===== src/hw/rtl/online_longest_increasing_subsequence_top_macros.svh =====
// Assertion macros for the online longest increasing subsequence block.
// Expects clk_i and rst_ni in the scope of the module that uses them.
`ifndef ONLINE_LONGEST_INCREASING_SUBSEQUENCE_TOP_MACROS_SVH
`define ONLINE_LONGEST_INCREASING_SUBSEQUENCE_TOP_MACROS_SVH

// A property that must hold at every clock edge out of reset.
`define OLIS_ASSERT(name, prop, msg) \
  name: assert property (@(posedge clk_i) disable iff (!rst_ni) (prop)) \
    else $error(msg);

// A condition that must be followed by another one in the next cycle.
`define OLIS_ASSERT_NEXT(name, ante, cons, msg) \
  name: assert property (@(posedge clk_i) disable iff (!rst_ni) (ante) |=> (cons)) \
    else $error(msg);

`endif


===== src/hw/rtl/olis_ram.sv =====
// Simple dual-port synchronous RAM: one write port, one read port, registered read data.
// No dependencies.
module olis_ram #(
  parameter int unsigned WIDTH = 8,
  parameter int unsigned DEPTH = 64,
  localparam int unsigned AW = (DEPTH > 1) ? $clog2(DEPTH) : 1
) (
  input  logic             clk_i,
  input  logic             we_i,
  input  logic [AW-1:0]    waddr_i,
  input  logic [WIDTH-1:0] wdata_i,
  input  logic [AW-1:0]    raddr_i,
  output logic [WIDTH-1:0] rdata_o
);

  logic [WIDTH-1:0] mem_q [DEPTH];
  logic [WIDTH-1:0] rdata_q;

  always_ff @(posedge clk_i) begin
    if (we_i) begin
      mem_q[waddr_i] <= wdata_i;
    end
    rdata_q <= mem_q[raddr_i];
  end

  assign rdata_o = rdata_q;

endmodule


===== config.mk =====
export PLATFORM = sky130hd
export DESIGN_NAME = olis_ram
export DESIGN_NICKNAME = d
export VERILOG_FILES = /design/src/hw/rtl/online_longest_increasing_subsequence_top_macros.svh /design/src/hw/rtl/olis_ram.sv
export SDC_FILE = /design/constraint.sdc
export NUM_CORES = 1
export LEC_CHECK = 0
export BUFFER_PORTS_ARGS = -buffer_cell sky130_fd_sc_hd__buf_4
export CORE_MARGIN = 2
export CORE_UTILIZATION = 65
export CTS_BUF_LIST = sky130_fd_sc_hd__clkbuf_2
export CTS_CLUSTER_DIAMETER = 30
export DETAILED_ROUTE_END_ITERATION = 16
export GPL_TIMING_DRIVEN = 0
export PLACE_DENSITY_LB_ADDON = 0.05
export REMOVE_ABC_BUFFERS = 1
export SETUP_SLACK_MARGIN = 0.1
export SKIP_LAST_GASP = 1
export SLEW_MARGIN = 20
export SYNTH_ARGS = -nofsm -noshare
export SYNTH_HDL_FRONTEND = slang
export SYNTH_SLANG_ARGS = --single-unit

===== constraint.sdc =====
create_clock -name clk_i -period 2.3 [get_ports clk_i]
set_clock_uncertainty 0.05 [all_clocks]
set_input_delay 0 -clock clk_i [delete_from_list [all_inputs] [get_ports clk_i]]
set_output_delay 0 -clock clk_i [all_outputs]
set_load 0.01 [all_outputs]

# After elaboration in Yosys (flattened, before gate mapping)
# Memory sizes are Yosys's and may differ from the RTL's. A register that Yosys moved wholly into a read port is not among the register bits.
# Cells that the tools add are included.
# classes
n_lt_le_gt_ge,0
div,0
mul,0
addsub,0
n_reduce_logical,0
n_bitwise,0
shifts,0
muxes,2
eq_ne,0
# ops
operator,n
$mux W1,2
# word_totals
latch_bits,0
out_inout_bits,8
reg_bits,0
in_bits,22
romBits,0
word_cells,3
memories,1
mem_bits_rw,512
# memory_table
name,depth,word_bits,read_ports,rd_ports_with_merged_regs,wr,line,text
mem_q,64,8,1,1,1,olis_ram.sv:16,logic [WIDTH-1:0] mem_q [DEPTH];

# Depth between registers and ports, before layout
# depth
word_depth,2
mapped_depth,9
ltp_nobuf,5

# Least setup slack after synthesis
# OpenSTA, ideal clock, no wires.
# synth_timing
path_type,flip-flop to flip-flop
start,memory mem_q[29][4]
end,"register rdata_q[4] (netlist: rdata_o[4]), read port of mem_q"
t_arrival_ns,1.560
path_buffers,0
synth_period_minus_slack_ns,1.742
setup_time_ns,0.132
setup_slack_ns,0.558
t_required_ns,2.118
stages_incl_launch_ff,6
cell_sequence,edfxtp_1 mux4_2 mux2_2 o221a_2 nor3_1 o32ai_1
# synth_lines
element,line,text
from (decl),olis_ram.sv:16,
to (decl),olis_ram.sv:17,logic [WIDTH-1:0] rdata_q;

==> flow_metrics.env <==
export IMPL_syn_inst=940
export IMPL_fin_crit_sh_pct=95.0
export IMPL_synthXorXnorAreaFrac_pct=0
export IMPL_relSlewSlack_pct=27.6
export IMPL_grt_setup_unrepaired="yes"
export IMPL_synth_flop_cell="edfxtp_1"
export IMPL_portBuffers=29
export IMPL_cts_max_path_buffers=3
export IMPL_start_util_pct=65.9
export IMPL_ff2ff_setup_slack_ps=150
export IMPL_yosysWarnings=0
export IMPL_ir_worst_vdd_v=0.000496
export IMPL_post_place_cells=1316
export IMPL_finalWeightedCongestion=0.781
export IMPL_dr_first_iter_drc_count=1107
export IMPL_mostFrequentLayoutCells="edfxtp_1 (512), clkbuf_2 (185), mux4_2 (126)"
export IMPL_ant_nets=0
export IMPL_clock_sinks=520
export IMPL_syn_cell_area_um2=20200
export IMPL_crit_path_end_kind="flop"
export IMPL_critical_path_class="in2reg"
export IMPL_hp_class="in2reg"
export IMPL_clk_latency_ps=980
export IMPL_fmax_mhz=458
export IMPL_die_h_um=180
export IMPL_dpl_hpwl_um=24000
export IMPL_num_rows=64
export IMPL_status="complete, no violations"
export IMPL_io_pins=30
export IMPL_period_needed_ps=2180
export IMPL_cts_made_buffers=130
export IMPL_netlist_area_leader_share_pct=76.2
export IMPL_critPathMaxFanout=97
export IMPL_hold_viol=0
export IMPL_layout_commonest_cell="edfxtp_1"
export IMPL_synthSimpleGateAreaFrac_pct=3.39
export IMPL_drive_gt1_share_pct=32.5
export IMPL_synth_edf_count=512
export IMPL_track_usage_pct=27.1
export IMPL_synth_cell_types=40
export IMPL_cp_start_kind="primary input"
export IMPL_setup_ws_ps=116
export IMPL_yosys_area_top_type="edfxtp_1"
export IMPL_yosys_top_cells_area="edfxtp_1 (76%), mux4_2 (14%), nor2_1 (1.5%)"
export IMPL_synth_top_family_by_area="multiplexers"
export IMPL_wirelength_um=42500
export IMPL_worstPathArrival_ps=2900
export IMPL_power_density_nw_per_um2=811
export IMPL_n_fill_cell=1831
export IMPL_tns_ps=0
export IMPL_core_area_um2=30600
export IMPL_avgSynthCellArea_um2=21.5
export IMPL_clk_pin_slew_ps=90
export IMPL_first_global_vias=10600
export IMPL_muxShareOfSynthArea_pct=15.9
export IMPL_async_flop_share_pct=0
export IMPL_worst_pin_slew_ps=1080
export IMPL_grt_overflow_total=0
export IMPL_fp_dieW_um=180
export IMPL_p_total_mw=18.0
export IMPL_viasPerCell=6.43
export IMPL_synth_compound_area_share_pct=2.07
export IMPL_nNetsFinal=1102
export IMPL_cap_violations=0
export IMPL_drv_slew=0
export IMPL_design_die_area_um2=32500
export IMPL_first_pass_iters=7
export IMPL_cts_tree="yes"
export IMPL_setup_viol=0
export IMPL_fin_cells=1565
export IMPL_drc=0
export IMPL_root_buffer="clkbuf_2"
export IMPL_synthAdderAreaFrac_pct=0
export IMPL_antenna_found_initial=1
export IMPL_required_ps=3010
export IMPL_grt_pass1_wl_um=64600
export IMPL_vias=10100
export IMPL_ys_ff_latch=520
export IMPL_dpl_worst_slack_ps=-526
export IMPL_wl_per_cell_um=27.1
export IMPL_area_delta_synth_final_pct=10.3
export IMPL_grt_max_degree=98
export IMPL_leakage_nw=7.19
export IMPL_ctsHtreeMaxLevel=4
export IMPL_seq_area_frac_synth_pct=77.0
## critical path, cell delays in order
cell           delay (ps)
dlygate4sd3_1         550
clkbuf_8              700
mux4_2                600
mux2_2                280
a221oi_1              460
o2bb2ai_1             190
## report_power, final
part           total [mW]  internal, mW  leakage [nW]  switching (mW)
clock network        6.55          3.05         0.941            3.50
logic               0.994         0.398          1.57           0.597
registers            10.5          10.5          4.67          0.0195
total                18.0          13.9          7.19            4.12
## final timing paths
path                           from                endpoint  depth (start not counted)
min reg2reg   mem_q[2][7]$_DFFE_PP_      rdata_o[7]$_DFF_P_                          4
min                      wdata_i[2]  mem_q[35][2]$_DFFE_PP_                          2
max                      raddr_i[1]      rdata_o[2]$_DFF_P_                          6
max reg2reg  mem_q[15][2]$_DFFE_PP_      rdata_o[2]$_DFF_P_                          5
## sequential cells by signal (all words and copies together) (netlist names)
| name | cells |
|---|---|
| rdata_o | 8 |
| mem_q | 512 |
## routing by layer
metal | vias up | share of wire [%] | global-route usage (%) | routed length, µm
met1 | 5209 | 39 | 38.7 | 16700
met4 | 0 | 2.2 | 9.52 | 928
met3 | 72 | 7.5 | 4.91 | 3200
met2 | 501 | 51 | 43.5 | 21700
li1 | 4278 | - | - | -
met5 | - | 0 | 0 | 0
## repair_timing
item	CTS	global route
hold buffers	27	2
pin swaps	0	0
gates resized for setup	7	1
setup buffers	0	0
endpoints found under the hold margin	1032	10
setup endpoints to repair	6	13
## through the flow
| stage | utilization [%] | instance area (µm²) | hold slack [ps] |
|---|---|---|---|
| floorplan | - | 19900 | 48.9 |
| global placement | 67.2 | 20600 | 342 |
| global route | 72.7 | 22200 | 43.1 |
| finish | 72.7 | 22200 | 69.1 |
| detailed placement | 67.5 | 20600 | 342 |
| CTS | 72.7 | 22200 | 7.73 |
## Yosys cell counts, types with 8 or more instances
master and count:
mux2_2 13, nand2_1 19, dfxtp_1 8, o221ai_1 8
mux2i_1 23, nand3_1 13, nor2b_1 14, edfxtp_1 512
mux4_2 126, buf_4 13, o22ai_1 8, nor2_1 83
buf_2 11, clkbuf_1 17
## cells by family (layout without fill, tap and decap cells)
family | after synthesis | after routing
DFF | 520 | 520
muxes | 162 | 162
and+or+nand+nor | 153 | 153
AOI/OAI and AO/OA | 54 | 54
buffers and inverters | 51 | 279
other | 0 | 1
## area by class of cell
cell class / count / area, µm² / share of cell area (%)
flip-flops and latches: 520 / 15500 / 69.8
clock buffers: 185 / 926 / 4.16
repair buffers: 59 / 571 / 2.56
well taps: 396 / 495 / 2.23
diodes: 1 / 2.50 / 0.0112
clock inverters: 35 / 365 / 1.64
multi-input cells: 369 / 4350 / 19.6
Note: power is estimated with default switching activity, not from simulation.
