$ cat config.mk
export PLATFORM = sky130hd
export DESIGN_NAME = olis_area
export DESIGN_NICKNAME = d
export VERILOG_FILES = /design/src/hw/rtl/online_longest_increasing_subsequence_top_macros.svh /design/src/hw/rtl/olis_pkg.sv /design/src/hw/rtl/olis_area.sv
export SDC_FILE = /design/constraint.sdc
export NUM_CORES = 1
export LEC_CHECK = 0
export CAP_MARGIN = 20
export CORE_MARGIN = 4
export CORE_UTILIZATION = 58
export CTS_CLUSTER_DIAMETER = 120
export CTS_CLUSTER_SIZE = 25
export DETAILED_ROUTE_END_ITERATION = 8
export DONT_BUFFER_PORTS = 1
export PLACE_DENSITY = 0.81
export SYNTH_ARGS = -nofsm -noshare
export SYNTH_HDL_FRONTEND = slang
export SYNTH_SLANG_ARGS = --single-unit
$ cat constraint.sdc
create_clock -name clk_i -period 12.3 [get_ports clk_i]
set_clock_uncertainty 0.05 [all_clocks]
set_input_delay 0.615 -clock clk_i [delete_from_list [all_inputs] [get_ports clk_i]]
set_output_delay 0.615 -clock clk_i [all_outputs]
set_load 0.1 [all_outputs]
$ cat src/hw/rtl/online_longest_increasing_subsequence_top_macros.svh
// Assertion macros for the online longest increasing subsequence block.
// Expects clk_i and rst_ni in the scope of the module that uses them.
`ifndef ONLINE_LONGEST_INCREASING_SUBSEQUENCE_TOP_MACROS_SVH
`define ONLINE_LONGEST_INCREASING_SUBSEQUENCE_TOP_MACROS_SVH

// A property that must hold at every clock edge out of reset.
`define OLIS_ASSERT(name, prop, msg) \
  name: assert property (@(posedge clk_i) disable iff (!rst_ni) (prop)) \
    else $error(msg);

// A condition that must be followed by another one in the next cycle.
`define OLIS_ASSERT_NEXT(name, ante, cons, msg) \
  name: assert property (@(posedge clk_i) disable iff (!rst_ni) (ante) |=> (cons)) \
    else $error(msg);

`endif

$ cat src/hw/rtl/olis_pkg.sv
// Shared types and constants of the online longest increasing subsequence block.
// No dependencies; olis_if, olis_area, olis_ctrl and the top module use it.
package olis_pkg;

  localparam int unsigned MAX_ITEMS_DEF = 64;
  localparam int unsigned CNT_W  = 7;
  localparam int unsigned IDX_W  = 6;
  localparam int unsigned KIND_W = 2;
  localparam int unsigned DIM_W  = 16;
  localparam int unsigned AREA_W = 32;

  localparam logic FUNC_ADD  = 1'b0;
  localparam logic FUNC_READ = 1'b1;

  localparam logic [KIND_W-1:0] KIND_SQUARE = 2'd0;
  localparam logic [KIND_W-1:0] KIND_RECT   = 2'd1;
  localparam logic [KIND_W-1:0] KIND_TRI    = 2'd2;
  localparam logic [KIND_W-1:0] KIND_BAD    = 2'd3;

  // Predecessor code for the first member of a run.
  localparam logic [CNT_W-1:0] NO_PRED = 7'd64;

  typedef struct packed {
    logic              func;
    logic [KIND_W-1:0] shape_kind;
    logic [DIM_W-1:0]  first_dim;
    logic [DIM_W-1:0]  second_dim;
  } in_t;

  typedef struct packed {
    logic [CNT_W-1:0]  run_length;
    logic [IDX_W-1:0]  member_index;
    logic [KIND_W-1:0] member_kind;
    logic [DIM_W-1:0]  member_first_dim;
    logic [DIM_W-1:0]  member_second_dim;
    logic [AREA_W-1:0] member_area;
    logic              last_of_run;
    logic              sequence_empty;
    logic              store_full;
  } out_t;

  // One stored shape item with its link to the previous run member.
  typedef struct packed {
    logic [KIND_W-1:0] kind;
    logic [DIM_W-1:0]  first;
    logic [DIM_W-1:0]  second;
    logic [AREA_W-1:0] area;
    logic [CNT_W-1:0]  pred;
  } item_t;

  // A tail entry keeps a copy of its item's area so the search needs one read a step.
  typedef struct packed {
    logic [AREA_W-1:0] area;
    logic [IDX_W-1:0]  idx;
  } tail_t;

endpackage

$ cat src/hw/rtl/olis_area.sv
// Registered area unit: edge squared, length times breadth, or half of base times height.
// Depends on olis_pkg.
module olis_area (
  input  logic                                clk_i,
  input  logic                                en_i,
  input  logic [olis_pkg::KIND_W-1:0]         kind_i,
  input  logic [olis_pkg::DIM_W-1:0]          a_i,
  input  logic [olis_pkg::DIM_W-1:0]          b_i,
  output logic [olis_pkg::AREA_W-1:0]         area_o
);

  logic [olis_pkg::DIM_W-1:0]  b_op;
  logic [olis_pkg::AREA_W-1:0] prod;
  logic [olis_pkg::AREA_W-1:0] area_d;
  logic [olis_pkg::AREA_W-1:0] area_q;

  assign b_op   = (kind_i == olis_pkg::KIND_SQUARE) ? a_i : b_i;
  assign prod   = olis_pkg::AREA_W'(a_i) * olis_pkg::AREA_W'(b_op);
  assign area_d = (kind_i == olis_pkg::KIND_TRI) ? (prod >> 1) : prod;

  always_ff @(posedge clk_i) begin
    if (en_i) begin
      area_q <= area_d;
    end
  end

  assign area_o = area_q;

endmodule

* Yosys cells after proc, flatten, opt, wreduce, memory -nomap -nowiden
Cells that the tools add are included.
** Word-level totals
- Register bits :: 32
- Bits of input ports :: 36
** Cells by class
- $mul :: 1
- Equal/unequal tests :: 1
- Multiplexer cells :: 2
- Reduce and logical (&&, ||, !) cells :: 1
** Operators by type and width (number)
- multiplier 16 x 16 -> 32 bit :: 1
- 2-to-1 mux 31 bit :: 1
- 2-to-1 mux 16 bit :: 1
- equality test 2 bit (second input constant) :: 1
- logical NOT 2 bit :: 1

* Longest topological paths before layout
- Word-level depth :: 4
- Gate-level depth with buffers :: 25
- Depth with buffers taken out :: 23

* Worst setup path before layout
OpenSTA, ideal clock, no wires.
- Kind :: input to register
- Start point :: input port kind_i[1] (netlist bit)
- End point :: register area_q (netlist bit area_o[24]) (data pin)
- Arrival :: 6.717 ns
- Data required time :: 11.980 ns
- Setup slack :: 5.263 ns
- Stages on the path :: 24
- Buffers on the path :: 2
- Cell sequence :: nor2_1 -> buf_2 -> mux2i_1 -> clkbuf_1 -> nor2b_1 -> fa_1 -> inv_1 -> fa_1 -> fa_1 -> inv_1 -> fa_1 -> fa_1 -> inv_1 -> fa_1 -> inv_1 -> ha_1 -> a21oi_1 -> o21ai_0 -> a221oi_1 -> a21oi_1 -> a21o_1 -> a21oi_1 -> xor2_1 -> mux2i_1
** On the way
- Cells in the longest elaborated chain, start to end :: 4
- Elaborated cells on any way between the ends :: 5
- Classes of those cells :: 1 x mul; 1 x eq/ne; 2 x mux; 1 x reduce/logical
** Ends and longest elaborated chain
- start: declaration :: RTL line olis_area.sv:6 : input logic [olis_pkg::KIND_W-1:0] kind_i,
- logical NOT 2 bit :: RTL line olis_area.sv:17 : assign b_op = (kind_i == olis_pkg::KIND_SQUARE) ? a_i : b_i;
- 2-to-1 mux 16 bit :: RTL line olis_area.sv:17
- multiplier 16 x 16 -> 32 bit :: RTL line olis_area.sv:18 : assign prod = olis_pkg::AREA_W'(a_i) * olis_pkg::AREA_W'(b_op);
- 2-to-1 mux 31 bit (*) :: RTL line olis_area.sv:19 : assign area_d = (kind_i == olis_pkg::KIND_TRI) ? (prod >> 1) : prod;
- net area_d (one bit) :: RTL line olis_area.sv:14 : logic [olis_pkg::AREA_W-1:0] area_d;
- end signal: assignment :: RTL line olis_area.sv:23 : area_q <= area_d;
- end: declaration :: RTL line olis_area.sv:15 : logic [olis_pkg::AREA_W-1:0] area_q;
Mark *: on every way through the listed nets, which the timed path passes. The rest lies on a longest branch.
A chain may end at the register's enable or synchronous reset.

* Worst setup path in the final report
- Start point :: input port kind_i[1] (netlist bit)
- End point :: register area_q (netlist bit area_o[30]) (data pin)
Same word-level chain as after synthesis.

==> results.py <==
metrics = {
    "synth": {
        "ys.warnings.count": 0,
        "avgSynthCellArea_um2": 9.153,
        "yosysTopAreaCell": "fa_1",
        "synth_edf_count": 32,
        "yosys-top-cells-area": "fa_1, ha_1, edfxtp_1, inv_1, nand2_1",
        "synthTopCellsByCount": "inv_1, fa_1, nand2_1",
        "synth_area_mm2": 0.009931,
        "syn_inst": 1085,
        "synth_top_area_share_pct": 39.11,
        "synth_seq_cells": 32,
        "synth_cell_types": 42,
        "synth.most_common_cell": "inv_1",
        "syn_nets": 1419,
        "async_flop_share_pct": 0,
        "ys.flop_type": "edfxtp_1",
        "seq_area_frac_synth_pct": 9.676,
    },
    "grt": {
        "grt-ovfl-total": 0,
        "antenna_found_initial": 0,
        "grt_pass1_vias": 7715,
        "grt_max_degree": 33,
        "grt_pass1_wl_um": 36650,
        "grt_util_all_layers_pct": 22.99,
    },
    "final_layout": {
        "multiInputGateArea_mm2": 0.007958,
        "antenna_cells": 0,
        "fillers": 1396,
        "fin_cells": 1275,
        "drive_gt1_share_pct": 3.318,
        "area_delta_synth_final_pct": 3.338,
        "register_area_um2": 960.9,
        "finalNetCount": 1388,
        "largest_reg_flops": 32,
    },
    "worst_setup_path": {
        "cp.arrival_ns": 7.22,
        "worst-setup-path-type": "primary input to flop",
        "crit_family": "adder cells",
        "crit_cells": 24,
        "startpoint": "kind_i[1]",
        "cpPeakStageDelay_ns": 0.51,
        "end_kind": "flop",
        "worstPathRequired_ns": 12.27,
        "critical_path_peak_fanout": 32,
        "cp-start-kind": "primary input",
        "endpoint": "area_o[30]$_DFFE_PP_",
        "cp_num_buf_inv": 6,
        "crit_path_frequent_cell": "fa_1",
        "cp_cell_sequence": "nor2_2 -> buf_4 -> mux2i_1 -> buf_4 -> nor2b_1 -> fa_1 -> inv_1 -> fa_1 -> fa_1 -> inv_1 -> fa_1 -> fa_1 -> inv_1 -> fa_1 -> inv_1 -> ha_1 -> a21oi_1 -> o21ai_0 -> a221oi_1 -> a21oi_1 -> a31oi_1 -> o21ai_1 -> xnor2_1 -> mux2i_1",
        "slowest_stage": "fa_1",
    },
    "place": {
        "dp_hpwl_um": 17620,
        "portBuffers": 0,
        "dp_cells": 1263,
        "gp_congestion": 0.8807,
        "dp_slack_ns": 4.279,
    },
    "timing": {
        "relSlewSlack_pct": 38.73,
        "worst_slack_ns": 5.048,
        "tightest_slew_ns": 0.9211,
        "fin_crit_ns": 7.252,
        "rsz0062_at_grt": "no",
        "report.final.slew_viol_count": 0,
        "fin_tns_setup_ns": 0,
        "setup_viol": 0,
        "clock.fmax_ghz": 0.1379,
        "hold_slack_ns": 0.3957,
        "fin_crit_sh_pct": 58.96,
        "finalHoldViolCount": 0,
    },
    "cts": {
        "cts_hold_buf": 0,
        "cts_resized": 0,
        "clock-sinks": 32,
        "cts_made_buffers": 5,
        "root_buffer": "clkbuf_16",
        "clockBufferDepth": 2,
        "post_cts_buffers": 0,
        "ctsHtreeMaxLevel": 2,
        "cts_tree": "yes",
        "clkTransAtPathRegs_ns": 0.05,
    },
    "die": {
        "rows": 47,
        "core_mm2": 0.01670,
        "fp.dieH_um": 138.9,
        "dieWidth_um": 138.9,
        "start_util_pct": 59.46,
        "io_pins": 68,
        "die_area_mm2": 0.01928,
    },
    "drt": {
        "drc": 0,
        "finalWirelength_um": 21480,
        "antenna_left": 0,
        "vias": 7090,
        "wire_per_inst_um": 16.85,
        "viasPerCell": 5.561,
        "drt-initial-drc-count": 384,
        "firstDrtPassIters": 5,
    },
    "run": {
        "cap_violations": 0,
    },
    "hold_path": {
        "hold_start": "en_i",
        "hp-class": "primary input to flop",
    },
    "run_status": {
        "status": "complete, no violations",
    },
}
## kinds of logic after synthesis
| logic type | after synthesis | synth area share, % |
|---|---|---|
| muxes | 22 | 2.381 |
| buffers and inverters | 270 | 10.22 |
| xor gates and xnor gates | 30 | 2.646 |
| DFF | 32 | 9.676 |
| AOI/OAI and AO/OA | 109 | 7.383 |
| and+or+nand+nor | 324 | 15.48 |
| adders and majority gates | 298 | 52.21 |
## placed cells by master, fill, tap and decap left out, types with 7 or more instances in the layout
cell,n
nor2_1,14
mux2i_1,9
nand2b_1,7
o21a_1,11
a21oi_1,22
a31oi_1,7
o21ai_0,22
edfxtp_1,32
o21ai_1,14
fa_1,194
nand2_1,179
and2_1,71
ha_1,104
mux2_2,13
xor2_1,9
nor2b_1,41
a21o_1,13
inv_1,226
xnor2_1,21
## how the worst min path moves through the flow
stage | end | slack [ns] | depth (start not counted)
4_1_cts | area_o[28]$_DFFE_PP_ | 0.39 | 0
5_1_grt | area_o[25]$_DFFE_PP_ | 0.39 | 0
6_report | area_o[27]$_DFFE_PP_ | 0.40 | 0
3_5_place_dp | area_o[28]$_DFFE_PP_ | 0.68 | 0
3_3_place_gp | area_o[28]$_DFFE_PP_ | 0.68 | 0
2_1_floorplan | area_o[0]$_DFFE_PP_ | 0.68 | 0
## per-layer routing
layer / vias up / wire length (µm) / track usage (%) / share of wire, %
met5: - / 0 / 0 / 0
met4: 0 / 620 / 6.488 / 2.9
met3: 51 / 1198 / 2.828 / 5.6
met2: 200 / 11370 / 41.24 / 53
met1: 3595 / 8293 / 29.42 / 39
li1: 3244 / - / - / -
## layout make-up
class | instances | share of cell area [%]
clock buffer | 5 | 1.219
clock inverter | 3 | 0.4145
inverter | 226 | 8.266
multi-input combinational | 783 | 77.54
sequential | 32 | 9.364
tap | 220 | 2.682
timing repair buffer | 6 | 0.5121
## per-stage QoR
stage / area (µm²) / utilization [%]
CTS: 10220 / 61.22
global placement: 10060 / 60.22
finish: 10260 / 61.45
detailed placement: 10060 / 60.22
global route: 10260 / 61.45
floorplan: 9931 / -
Power is not shown: default switching activity piles up to over one toggle a cycle in this logic, so the estimate is an artifact.
